`src/sv/upd_pkg.sv`:
```
package upd_pkg;

  localparam int BYTE_W = 8;
  localparam int MAX_RES = 3;

  localparam logic [BYTE_W-1:0] CH_PERCENT = 8'h25;
  localparam logic [BYTE_W-1:0] CH_PLUS    = 8'h2B;
  localparam logic [BYTE_W-1:0] CH_SPACE   = 8'h20;

  localparam logic [1:0] PH_IDLE  = 2'd0;
  localparam logic [1:0] PH_PCT   = 2'd1;
  localparam logic [1:0] PH_DIGIT = 2'd2;

  typedef logic [BYTE_W-1:0] byte_t;

  // Up to three decoded bytes caused by one input item, oldest in slot 0.
  typedef struct packed {
    logic [1:0]               cnt;
    logic [MAX_RES-1:0][BYTE_W-1:0] bytes;
    logic                     last;
  } burst_t;

endpackage

```
`src/sv/upd_ifs.sv`:
```
interface upd_in_if;
  import upd_pkg::*;
  logic  valid;
  logic  ready;
  byte_t in_byte;
  logic  in_last;
  modport source (output valid, output in_byte, output in_last, input ready);
  modport sink (input valid, input in_byte, input in_last, output ready);
endinterface

interface upd_out_if;
  import upd_pkg::*;
  logic  valid;
  logic  ready;
  byte_t out_byte;
  logic  out_last;
  modport source (output valid, output out_byte, output out_last, input ready);
  modport sink (input valid, input out_byte, input out_last, output ready);
endinterface

interface upd_cfg_if;
  logic valid;
  logic ready;
  logic plus_as_space;
  modport source (output valid, output plus_as_space, input ready);
  modport sink (input valid, input plus_as_space, output ready);
endinterface

```
`src/sv/upd_decode.sv`:
```
module upd_decode (
  input  logic            clk,
  input  logic            rst_n,
  input  logic            in_fire,
  input  upd_pkg::byte_t  in_byte,
  input  logic            in_last,
  input  logic            plus_as_space,
  output upd_pkg::burst_t dec,
  output logic [1:0]      phase
);
  import upd_pkg::*;

  logic [1:0] phase_r, phase_nxt;
  byte_t      held_r, held_nxt;

  // Returns the digit value in the low four bits; bit 4 is set for a non-hex character.
  function automatic logic [4:0] hex_value(input byte_t c);
    logic [4:0] v;
    v = 5'h10;
    if (c >= 8'h30 && c <= 8'h39) v = {1'b0, 4'(c - 8'h30)};
    else if (c >= 8'h41 && c <= 8'h46) v = {1'b0, 4'(c - 8'h37)};
    else if (c >= 8'h61 && c <= 8'h66) v = {1'b0, 4'(c - 8'h57)};
    return v;
  endfunction

  logic [4:0] hv;
  logic [4:0] held_hv;
  logic       is_hex;
  logic       p_emit;
  logic       p_start;
  byte_t      p_byte;

  assign hv      = hex_value(in_byte);
  assign held_hv = hex_value(held_r);
  assign is_hex  = !hv[4];

  // Handling of the current byte as if no escape were pending.
  always_comb begin
    p_emit  = 1'b1;
    p_start = 1'b0;
    p_byte  = in_byte;
    if (in_byte == CH_PERCENT) begin
      if (!in_last) begin
        p_emit  = 1'b0;
        p_start = 1'b1;
      end
    end else if (in_byte == CH_PLUS && plus_as_space) begin
      p_byte = CH_SPACE;
    end
  end

  always_comb begin
    logic [1:0]                     n;
    logic [MAX_RES-1:0][BYTE_W-1:0] b;
    n         = 2'd0;
    b         = '0;
    phase_nxt = PH_IDLE;
    held_nxt  = '0;
    case (phase_r)
      PH_PCT: begin
        if (is_hex) begin
          if (in_last) begin
            b[n] = CH_PERCENT; n = n + 2'd1;
            b[n] = in_byte;    n = n + 2'd1;
          end else begin
            held_nxt  = in_byte;
            phase_nxt = PH_DIGIT;
          end
        end else begin
          b[n] = CH_PERCENT; n = n + 2'd1;
          if (p_emit) begin
            b[n] = p_byte; n = n + 2'd1;
          end
          if (p_start) phase_nxt = PH_PCT;
        end
      end
      PH_DIGIT: begin
        if (is_hex) begin
          b[n] = {held_hv[3:0], hv[3:0]}; n = n + 2'd1;
        end else begin
          b[n] = CH_PERCENT; n = n + 2'd1;
          b[n] = held_r;     n = n + 2'd1;
          if (p_emit) begin
            b[n] = p_byte; n = n + 2'd1;
          end
          if (p_start) phase_nxt = PH_PCT;
        end
      end
      default: begin
        if (p_emit) begin
          b[n] = p_byte; n = n + 2'd1;
        end
        if (p_start) phase_nxt = PH_PCT;
      end
    endcase
    if (in_last) begin
      phase_nxt = PH_IDLE;
      held_nxt  = '0;
    end
    dec.cnt   = n;
    dec.bytes = b;
    dec.last  = in_last;
  end

  always_ff @(posedge clk) begin
    if (!rst_n) begin
      phase_r <= PH_IDLE;
      held_r  <= '0;
    end else if (in_fire) begin
      phase_r <= phase_nxt;
      held_r  <= held_nxt;
    end
  end

  assign phase = phase_r;

endmodule

```
`src/sv/upd_burst.sv`:
```
module upd_burst (
  input  logic            clk,
  input  logic            rst_n,
  input  logic            in_fire,
  input  upd_pkg::burst_t dec,
  input  logic            out_ready,
  output logic            in_ready,
  output logic            out_valid,
  output upd_pkg::byte_t  out_byte,
  output logic            out_last
);
  import upd_pkg::*;

  burst_t buf_r, buf_nxt;
  logic   out_fire;

  assign out_valid = (buf_r.cnt != 2'd0);
  assign out_fire  = out_valid && out_ready;
  assign out_byte  = buf_r.bytes[0];
  assign out_last  = buf_r.last && (buf_r.cnt == 2'd1);

  // A new item may load while the final byte of the previous one leaves.
  assign in_ready = (buf_r.cnt == 2'd0) || ((buf_r.cnt == 2'd1) && out_ready);

  always_comb begin
    buf_nxt = buf_r;
    if (out_fire) begin
      buf_nxt.bytes = {{BYTE_W{1'b0}}, buf_r.bytes[MAX_RES-1:1]};
      buf_nxt.cnt   = buf_r.cnt - 2'd1;
    end
    if (in_fire && dec.cnt != 2'd0) begin
      buf_nxt = dec;
    end
  end

  always_ff @(posedge clk) begin
    if (!rst_n) begin
      buf_r.cnt <= 2'd0;
    end else begin
      buf_r.cnt <= buf_nxt.cnt;
    end
    buf_r.bytes <= buf_nxt.bytes;
    buf_r.last  <= buf_nxt.last;
  end

endmodule

```
`src/sv/url_percent_decoder.sv`:
```
// URL percent decoder: one encoded character per item, zero to three decoded bytes out.
// The first result of an item is registered and valid in the cycle after its acceptance.
// Throughput: one item per cycle while each item yields at most one byte and out is ready;
// a longer item holds the output register, stalling input, until all its bytes have left.
// Reset (synchronous, rst_n low): no escape pending, output empty, plus_as_space = 1.
module url_percent_decoder (
  input logic      clk,
  input logic      rst_n,
  upd_in_if.sink   in_ch,
  upd_out_if.source out_ch,
  upd_cfg_if.sink  cfg_ch
);
  import upd_pkg::*;

  logic       plus_as_space_r;
  logic       in_ready;
  logic       in_fire;
  logic [1:0] phase;
  burst_t     dec;

  assign cfg_ch.ready = 1'b1;

  always_ff @(posedge clk) begin
    if (!rst_n) begin
      plus_as_space_r <= 1'b1;
    end else if (cfg_ch.valid) begin
      plus_as_space_r <= cfg_ch.plus_as_space;
    end
  end

  assign in_ch.ready = in_ready;
  assign in_fire     = in_ch.valid && in_ready;

  upd_decode u_decode (
    .clk           (clk),
    .rst_n         (rst_n),
    .in_fire       (in_fire),
    .in_byte       (in_ch.in_byte),
    .in_last       (in_ch.in_last),
    .plus_as_space (plus_as_space_r),
    .dec           (dec),
    .phase         (phase)
  );

  upd_burst u_burst (
    .clk       (clk),
    .rst_n     (rst_n),
    .in_fire   (in_fire),
    .dec       (dec),
    .out_ready (out_ch.ready),
    .in_ready  (in_ready),
    .out_valid (out_ch.valid),
    .out_byte  (out_ch.out_byte),
    .out_last  (out_ch.out_last)
  );

  // The end of a string always leaves the escape state idle.
  a_last_clears_escape: assert property (@(posedge clk) disable iff (!rst_n)
    in_fire && in_ch.in_last |=> phase == PH_IDLE)
    else $error("escape still pending after last item");

  // The last item of a string always yields at least one byte to carry the mark.
  a_last_has_result: assert property (@(posedge clk) disable iff (!rst_n)
    in_fire && in_ch.in_last |-> dec.cnt != 2'd0)
    else $error("last item produced no result");

  // A marked result is followed by a fresh string: no escape is left pending.
  a_out_last_idle: assert property (@(posedge clk) disable iff (!rst_n)
    out_ch.valid && out_ch.out_last |-> phase == PH_IDLE)
    else $error("escape pending while last byte is shown");

endmodule
```
`src/flat_wrapper.sv`:
```
// flat-port wrapper written by rule: the top's interface ports become plain ports
module url_percent_decoder_flat import upd_pkg::*;
  (clk, rst_n, in_ch_valid, in_ch_in_byte, in_ch_in_last, in_ch_ready, out_ch_valid, out_ch_out_byte, out_ch_out_last, out_ch_ready, cfg_ch_valid, cfg_ch_plus_as_space, cfg_ch_ready);
  upd_in_if in_ch_i ();
  upd_out_if out_ch_i ();
  upd_cfg_if cfg_ch_i ();
  input logic clk;
  input logic rst_n;
  input wire logic [$bits(in_ch_i.valid)-1:0] in_ch_valid;
  input wire logic [$bits(in_ch_i.in_byte)-1:0] in_ch_in_byte;
  input wire logic [$bits(in_ch_i.in_last)-1:0] in_ch_in_last;
  output wire logic [$bits(in_ch_i.ready)-1:0] in_ch_ready;
  output wire logic [$bits(out_ch_i.valid)-1:0] out_ch_valid;
  output wire logic [$bits(out_ch_i.out_byte)-1:0] out_ch_out_byte;
  output wire logic [$bits(out_ch_i.out_last)-1:0] out_ch_out_last;
  input wire logic [$bits(out_ch_i.ready)-1:0] out_ch_ready;
  input wire logic [$bits(cfg_ch_i.valid)-1:0] cfg_ch_valid;
  input wire logic [$bits(cfg_ch_i.plus_as_space)-1:0] cfg_ch_plus_as_space;
  output wire logic [$bits(cfg_ch_i.ready)-1:0] cfg_ch_ready;
  assign in_ch_i.valid = in_ch_valid;
  assign in_ch_i.in_byte = in_ch_in_byte;
  assign in_ch_i.in_last = in_ch_in_last;
  assign in_ch_ready = in_ch_i.ready;
  assign out_ch_valid = out_ch_i.valid;
  assign out_ch_out_byte = out_ch_i.out_byte;
  assign out_ch_out_last = out_ch_i.out_last;
  assign out_ch_i.ready = out_ch_ready;
  assign cfg_ch_i.valid = cfg_ch_valid;
  assign cfg_ch_i.plus_as_space = cfg_ch_plus_as_space;
  assign cfg_ch_ready = cfg_ch_i.ready;
  url_percent_decoder u_core (.clk(clk), .rst_n(rst_n), .in_ch(in_ch_i), .out_ch(out_ch_i), .cfg_ch(cfg_ch_i));
endmodule
```
`config.mk`:
```
export PLATFORM = sky130hd
export DESIGN_NAME = url_percent_decoder_flat
export DESIGN_NICKNAME = d
export VERILOG_FILES = /design/src/sv/upd_pkg.sv /design/src/sv/upd_ifs.sv /design/src/sv/upd_decode.sv /design/src/sv/upd_burst.sv /design/src/sv/url_percent_decoder.sv /design/src/flat_wrapper.sv
export SDC_FILE = /design/constraint.sdc
export NUM_CORES = 1
export LEC_CHECK = 0
export ABC_AREA = 1
export BUFFER_PORTS_ARGS = -buffer_cell sky130_fd_sc_hd__buf_4
export CAP_MARGIN = 10
export CORE_MARGIN = 1
export CORE_UTILIZATION = 40
export DETAILED_ROUTE_END_ITERATION = 12
export GPL_TIMING_DRIVEN = 1
export PLACE_DENSITY = 0.66
export SLEW_MARGIN = 25
export SYNTH_ARGS = -nofsm -noshare
export SYNTH_HDL_FRONTEND = slang
export SYNTH_HIERARCHICAL = 1
export SYNTH_SLANG_ARGS = --single-unit
export TNS_END_PERCENT = 1
```
`constraint.sdc`:
```
create_clock -name clk -period 6 [get_ports clk]
set_clock_uncertainty 0.15 [all_clocks]
set_input_delay 0.6 -clock clk [delete_from_list [all_inputs] [get_ports clk]]
set_output_delay 0.6 -clock clk [all_outputs]
set_load 0.005 [all_outputs]
```
==> flow_metrics.tcl, run 1 <==
set metrics [dict create \
    run_status "finished clean" \
    core_area_um2 6060 \
    hold_violations 0 \
    final.setup.tns_ns 0 \
    peakVddDrop_v 0.000156 \
    routed_wl_um 5770 \
    cp_max_fo 25 \
    syn_area_per_cell_um2 7.35 \
    die_w_um 82.3 \
    grt_first_pass_wirelength_um 9810 \
    rsz0062_at_grt "false" \
    worst_slew_pin_slew_ns 0.560 \
    critPathSlowestCell "nand2_2" \
    layout_commonest_cell "nand2_1" \
    timing.final.max_slew_violations 0 \
    ys_ff_latch 38 \
    num_vias 2218 \
    pre_cts_ws_ns 2.58 \
    worst_slack_ns 2.89 \
    r2r_slack_ns 3.01 \
    synth-seq-area-share 0.392 \
    hp-class "reg -> reg" \
    yosys-top-cells-area "edfxtp_1, nand2_1, dfxtp_1" \
    post-route-min-period_ns 3.11 \
    cts_root_buf "clkbuf_8" \
    synth_cell_type_count 34 \
    drtIter0Drc 150 \
    max_stage_delay_ns 0.45 \
    grt_start_max_net_pins 26 \
    max_cap_viol_count 0 \
    insertion_delay_ns 0.30 \
    ctsResizeCount 0 \
    yosysTopAreaCellShare 0.291 \
    cts_buffers 5 \
    detail-route-antenna-nets 0 \
    power-per-cell-area_nw_per_um2 276 \
    netlist_instances 351 \
    row_count 28 \
    synth-edff-count 25 \
    dp_hpwl_um 4260 \
    syn_to_final_growth_pct 9.46 \
    crit_path_end_kind "register" \
    n_antenna_cell 0 \
    drive_above_1_share 0.147 \
    synthArstFlopShare 0 \
    post_cts_buffers 0 \
    clk_path_buf_depth 2 \
    setup_viol 0 \
    leakagePower_nw 1.26 \
    fmax_mhz 322 \
    synth_area_um2 2580 \
    start_util 0.425 \
    slew_headroom 0.625 \
    min_from "u_core/plus_as_space_r" \
    numClockSinks 38 \
    crit_chain "buf_4 > inv_1 > ha_1 > inv_1 > nor2_1 > nand3_1 > nand3_2 > nand2_4 > nor2_8 > inv_2 > a21oi_2 > nand2_2 > nand2_4 > inv_4 > nand2_2" \
    final_cell_mix "nand2_1, inv_1, nand3_1, nor2_1" \
    io_buffers 25 \
    wl_per_cell_um 13.1 \
    ioPinCount 27 \
    cts-htree-levels 2 \
    overflow 0 \
    hold_buffers 0 \
    synth_flop_cell "edfxtp_1" \
    cts_tree "built" \
    cts.clk_slew.worst_paths_ns 0.08 \
    antenna_found_initial 0 \
    grt_pass1_vias 2092 \
    cp.arrival_ns 2.89 \
    hold_ws_ns 0.324 \
    r2r_start "u_core/u_decode/phase[0]" \
    crit_start "in_ch_in_byte[0]" \
    critical_path_class "in -> reg" \
    firstDrtPassIters 5 \
    fin_nets 391 \
    remaining_drc_errors 0 \
    yosysWarningCount 6 \
    yosys.area.top_type "edfxtp_1" \
    drt-vias-per-instance 5.02 \
    synthesis.nets 376 \
    crit_required_ns 5.78 \
    fin_util 0.466 \
    gp_congestion 0.896 \
    dieArea_um2 6770 \
    start_kind "input pin" \
    fin_crit_sh 0.518 \
    track_usage 0.196 \
    die_h_um 82.3 \
]
-- power breakdown --
group	switching, W	internal (W)
logic	0.000120	0.0000706
registers	0.0000157	0.000354
clock network	0.0000950	0.000123
-- kinds of logic after synthesis --
kind of cell             synth area share
AND/OR/NAND/NOR                     0.356
flip-flops                          0.392
adder cells (fa/ha/maj)            0.0485
other                             0.00145
XOR/XNOR                          0.00340
buffers and inverters               0.131
AO/OA/AOI/OAI                      0.0674
-- area by class of cell --
class | instances | area, um2
clock inverter | 2 | 33.8
inverter | 51 | 194
multi-input combinational | 245 | 1230
sequential | 38 | 1010
fill | 619 | 3240
timing repair buffer | 25 | 188
clock buffer | 6 | 72.6
tap | 75 | 93.8
-- final timing paths --
kind	cells past startpoint	end
worst min-delay path	2	u_core/plus_as_space_r
worst max-delay path	15	u_core/u_burst/buf_r[20]
worst max register to register	10	u_core/u_burst/buf_r[20]
worst min register to register	2	u_core/plus_as_space_r
-- metal layers --
layer,track usage,up-vias,wire (um)
met2,0.313,66,2600
met4,0.0544,0,83
met1,0.262,995,2770
met3,0.0473,11,318
li1,-,1146,-
met5,0,-,0
-- cells in the mapped netlist, types with 2 or more instances --
library cell / instances
nand2_4: 3
nor2_2: 4
clkinv_1: 2
nor3_1: 2
o21ai_0: 13
ha_1: 10
nor2_1: 31
a21oi_1: 13
buf_6: 4
nand2_2: 7
dfxtp_1: 13
nand3_2: 2
inv_2: 2
nand3_1: 37
nand4_1: 7
nand2_1: 105
edfxtp_1: 25
buf_4: 10
inv_1: 46
-- worst max-delay path: cells and delay by family --
family,cells,cell delay [ns]
AND/OR/NAND/NOR,8,1.37
AO/OA/AOI/OAI,1,0.18
buffers and inverters,5,0.51
adder cells (fa/ha/maj),1,0.18
-- flip-flops by register name, summed over array words and instances, names as in the netlist --
name,count
u_core/u_burst/buf_r,19
u_core/u_burst/out_byte,8
u_core/u_decode/held_r,8
u_core/u_decode/phase,2
u_core/plus_as_space_r,1
-- per-stage QoR --
step                instances  power (W)  cell area [um2]
floorplan                 351   0.000524             2580
global placement          434   0.000562             2720
detailed placement        434   0.000569             2720
CTS                       442   0.000786             2820
global route              442   0.000833             2820
finish                    442   0.000778             2820
(Power assumes the default switching activity.)
==> inputs of run 2 (changes only) <==
--- a/config.mk
+++ b/config.mk
@@ -12,7 +12,7 @@
 export CORE_UTILIZATION = 40
 export DETAILED_ROUTE_END_ITERATION = 12
 export GPL_TIMING_DRIVEN = 1
-export PLACE_DENSITY = 0.66
+export PLACE_DENSITY = 0.68
 export SLEW_MARGIN = 25
 export SYNTH_ARGS = -nofsm -noshare
 export SYNTH_HDL_FRONTEND = slang
==> constraint.sdc (replaced) <==
create_clock -name clk -period 2.6 [get_ports clk]
set_clock_uncertainty 0.15 [all_clocks]
set_input_delay 0.26 -clock clk [delete_from_list [all_inputs] [get_ports clk]]
set_output_delay 0.26 -clock clk [all_outputs]
set_load 0.005 [all_outputs]
==> flow_metrics.tcl, run 2 (synthesized netlist as in run 1, its figures left out) <==
set metrics [dict create \
    stdcell_count 449 \
    ctsResizeCount 0 \
    clk_path_buf_depth 2 \
    post-route-min-period_ns 2.24 \
    crit_path_end_kind "register" \
    met3_usage 0.0462 \
    drt-vias-per-instance 4.91 \
    fin_util 0.484 \
    wl_per_cell_um 12.8 \
    ff2ff_path_depth 10 \
    cp.arrival_ns 2.09 \
    core_area_um2 6060 \
    hp-class "in -> reg" \
    hold_buffers 0 \
    power-per-cell-area_nw_per_um2 670 \
    use_met1 0.269 \
    fill_cells 610 \
    drive_above_1_share 0.168 \
    dp_hpwl_um 4400 \
    firstDrtPassIters 5 \
    final_cell_mix "nand2_1, inv_1, nand3_1, nor2_1, buf_4" \
    row_count 28 \
    crit_chain "ha_1 > inv_1 > nor2_8 > inv_2 > a21oi_2 > nand2_2 > nand2_4 > inv_4 > nand2_2 > buf_12" \
    syn_to_final_growth_pct 13.7 \
    cp_common_cell "nand2_2" \
    dp.cells 441 \
    busiest_layer "met2" \
    overflow 0 \
    cts_buffers 5 \
    critPathSlowestCell "dfxtp_1" \
    hold_violations 0 \
    use_met2 0.329 \
    grt_first_pass_wirelength_um 10200 \
    routed_wl_um 5750 \
    setup_viol 0 \
    cts_root_buf "clkbuf_8" \
    peakVddDrop_v 0.000443 \
    cts-htree-levels 2 \
    finalPower_w 0.00196 \
    cts.clk_slew.worst_paths_ns 0.08 \
    fin_crit_sh 0.861 \
    crit_family "buffers and inverters" \
    dieArea_um2 6770 \
    run_status "finished clean" \
    detail-route-antenna-nets 0 \
    gp_congestion 0.984 \
    io_buffers 25 \
    critical_path_class "reg -> reg" \
    drtIter0Drc 205 \
    multiInputGateArea_um2 1230 \
    leakagePower_nw 1.32 \
    seq_area_um2 1010 \
    timing.final.max_slew_violations 0 \
    fin_nets 398 \
    cp_max_fo 24 \
    cts_tree "built" \
    worstSetupPathDepth 10 \
    crit_required_ns 2.45 \
    num_vias 2206 \
    dpl_cell_area_um2 2790 \
    die_w_um 82.3 \
    track_usage 0.201 \
    grt_start_max_net_pins 25 \
    insertion_delay_ns 0.29 \
    antenna_found_initial 0 \
    layout_commonest_cell "nand2_1" \
    n_antenna_cell 0 \
    rsz0062_at_grt "false" \
    final.setup.tns_ns 0 \
    holdPathStages 3 \
    numClockSinks 38 \
    start_util 0.425 \
    stdcell_area_um2 2930 \
    grt_pass1_vias 2223 \
    remaining_drc_errors 0 \
    regMostFlops "u_core/u_burst/buf_r" \
    largest_register_ff_count 19 \
    start_kind "register" \
    post_cts_buffers 0 \
    fmax_mhz 447 \
    die_h_um 82.3 \
    max_cap_viol_count 0 \
    ioPinCount 27 \
    max_stage_delay_ns 0.38 \
    path_buf_inv 4 \
]
-- run 2: changes by cell type in the layout (fill, tap and decap cells not counted), sizes merged --
cell,before,now
buf,25,32
bufinv,1,2
clkbuf,6,5
-- run 2: path summary, 6_finish.rpt --
check | from | to | slack, ns
setup / recovery | u_core/u_decode/phase[1] | u_core/u_burst/buf_r[11] | 0.36
hold / removal | cfg_ch_plus_as_space | u_core/plus_as_space_r | 0.02
setup reg to reg | u_core/u_decode/phase[1] | u_core/u_burst/buf_r[11] | 0.36
hold reg to reg | u_core/plus_as_space_r | u_core/plus_as_space_r | 0.33
-- run 2: metal layers --
| layer | up-vias | share of wire |
|---|---|---|
| met5 | - | 0 |
| met3 | 8 | 0.035 |
| met1 | 986 | 0.50 |
| met2 | 55 | 0.46 |
| li1 | 1157 | - |
| met4 | 0 | 0.010 |
-- run 2: cell type report --
type,count,share of cell area
clock buffer,5,0.0235
tap,75,0.0320
inverter,51,0.0662
sequential,38,0.345
timing repair buffer,32,0.0905
multi-input combinational,245,0.420
clock inverter,3,0.0235
-- run 2: stage by stage --
| step | setup slack, ns | hold slack (ns) |
|---|---|---|
| floorplan | 0.199 | 0.182 |
| global placement | 0.165 | 0.317 |
| detailed placement | 0.0766 | 0.317 |
| CTS | 0.352 | 0.0172 |
| global route | 0.174 | 0.0154 |
| finish | 0.361 | 0.0217 |
-- run 2: tightest hold or removal path, cell delays in order --
cell	delay (ns)
buf_4	0.07
nand2_1	0.05
nand3_2	0.06
-- run 2: power breakdown --
group	switching [W]	total (W)	leakage, nW	internal, W
Combinational	0.000289	0.000497	0.892	0.000208
Clock	0.000232	0.000617	0.0683	0.000385
Sequential	0.0000349	0.000849	0.357	0.000815
==> inputs of run 3 (changes only) <==
==> constraint.sdc (replaced) <==
create_clock -name clk -period 2.6 [get_ports clk]
set_clock_uncertainty 0.15 [all_clocks]
set_input_delay 0.52 -clock clk [delete_from_list [all_inputs] [get_ports clk]]
set_output_delay 0.52 -clock clk [all_outputs]
set_load 0.005 [all_outputs]
==> flow_metrics.tcl, run 3 (synthesized netlist as in run 1, its figures left out) <==
set metrics [dict create \
    run_status "finished clean" \
    track_usage 0.186 \
    final.setup.tns_ns 0 \
    max_cap_viol_count 0 \
    dieArea_um2 6770 \
    cts.clk_slew.worst_paths_ns 0.08 \
    die_h_um 82.3 \
    worst_slack_ns 0.306 \
    row_count 28 \
    finalPower_w 0.00193 \
    insertion_delay_ns 0.29 \
    multiInputGateArea_um2 1230 \
    die_w_um 82.3 \
    crit_path_end_kind "register" \
    ctsResizeCount 0 \
    layout_commonest_cell "nand2_1" \
    start_kind "input pin" \
    ff2ff_path_depth 10 \
    fin_nets 406 \
    crit_required_ns 2.41 \
    fin_util 0.490 \
    overflow 0 \
    regMostFlops "u_core/u_burst/buf_r" \
    drive_above_1_share 0.186 \
    antenna_found_initial 0 \
    wl_per_cell_um 11.9 \
    hp-class "in -> reg" \
    clk_path_buf_depth 2 \
    power_switching_share 0.279 \
    holdPathStages 1 \
    gp_congestion 0.919 \
    syn_to_final_growth_pct 15.2 \
    detail-route-antenna-nets 0 \
    hold_violations 0 \
    fmax_mhz 436 \
    cts-htree-levels 2 \
    firstDrtPassIters 5 \
    leakagePower_nw 1.35 \
    rsz0062_at_grt "false" \
    post-route-min-period_ns 2.29 \
    grt_pass1_vias 2104 \
    seq_area_um2 1010 \
    timing.final.max_slew_violations 0 \
    peakVddDrop_v 0.000297 \
    pre_cts_ws_ns 0.00654 \
    num_vias 2230 \
    numClockSinks 38 \
    routed_wl_um 5420 \
    cts_buffers 5 \
    start_util 0.425 \
    final_cell_mix "nand2_1, inv_1, buf_4, nand3_1, nor2_1" \
    p_sw_w 0.000538 \
    grt_first_pass_wirelength_um 9480 \
    p_comb_frac 0.244 \
    grt_start_max_net_pins 26 \
    drt-vias-per-instance 4.88 \
    intPower_w 0.00139 \
    critical_path_class "in -> reg" \
    pwr-share-clk 0.315 \
    ioPinCount 27 \
    stdcell_area_um2 2970 \
    dp_hpwl_um 4200 \
    dpl_cell_area_um2 2830 \
    largest_register_ff_count 19 \
    io_buffers 25 \
    cts_root_buf "clkbuf_8" \
    cts_tree "built" \
    cp.arrival_ns 2.11 \
    post_cts_buffers 0 \
    remaining_drc_errors 0 \
    core_area_um2 6060 \
    setup_viol 0 \
    power-per-cell-area_nw_per_um2 648 \
    drtIter0Drc 109 \
    seqPwrFrac 0.441 \
    hold_buffers 0 \
    n_antenna_cell 0 \
    cp_max_fo 25 \
    fill_cells 617 \
    fin_crit_sh 0.882 \
]
## run 3: cell types whose count changed in the layout (fill, tap and decap cells not counted), sizes merged
cell  change
buf       +8
## run 3: worst paths after layout
| check | start | end | slack [ns] |
|---|---|---|---|
| worst max-delay path | in_ch_in_byte[0] | u_core/u_burst/buf_r[12] | 0.31 |
| worst min-delay path | in_ch_in_last | u_core/u_burst/buf_r[0] | 0.30 |
| worst max register to register | u_core/u_decode/phase[1] | u_core/u_burst/buf_r[12] | 0.44 |
| worst min register to register | u_core/u_decode/phase[0] | u_core/u_decode/phase[0] | 0.34 |
## run 3: metal layers
metal | track usage | vias up | share of wire
met5 | 0 | - | 0
li1 | - | 1171 | -
met1 | 0.246 | 990 | 0.48
met4 | 0.0684 | 0 | 0.019
met3 | 0.0407 | 8 | 0.051
met2 | 0.295 | 61 | 0.45
## run 3: final cells by class
| cell class | instances | area share |
|---|---|---|
| multi-input combinational | 245 | 0.416 |
| clock inverter | 3 | 0.0232 |
| timing repair buffer | 40 | 0.101 |
| tap | 75 | 0.0316 |
| sequential | 38 | 0.340 |
| inverter | 51 | 0.0653 |
| clock buffer | 5 | 0.0232 |
## run 3: critical path, stage by stage
cell     delay [ns]
buf_4          0.10
inv_1          0.05
ha_1           0.20
o21ai_1        0.15
nand2_1        0.08
nand2_2        0.12
nand2_4        0.10
nand2_4        0.06
nand3_1        0.07
a21oi_2        0.17
nand2_2        0.09
nand2_4        0.08
inv_4          0.04
nand2_4        0.25
## run 3: through the flow
| step | hold slack, ns | std cells |
|---|---|---|
| 2_1_floorplan | 0.290 | 351 |
| 3_3_place_gp | 0.320 | 449 |
| 3_5_place_dp | 0.322 | 449 |
| 4_1_cts | 0.286 | 457 |
| 5_1_grt | 0.286 | 457 |
| 6_report | 0.295 | 457 |
## run 3: power groups by stage
stage / Clock (W) / Sequential (W) / Combinational, W
2_1_floorplan: 0 / 0.000854 / 0.000358
3_3_place_gp: 0 / 0.000860 / 0.000464
5_1_grt: 0.000641 / 0.000866 / 0.000540
3_5_place_dp: 0 / 0.000864 / 0.000474
6_report: 0.000606 / 0.000850 / 0.000470
4_1_cts: 0.000617 / 0.000851 / 0.000475
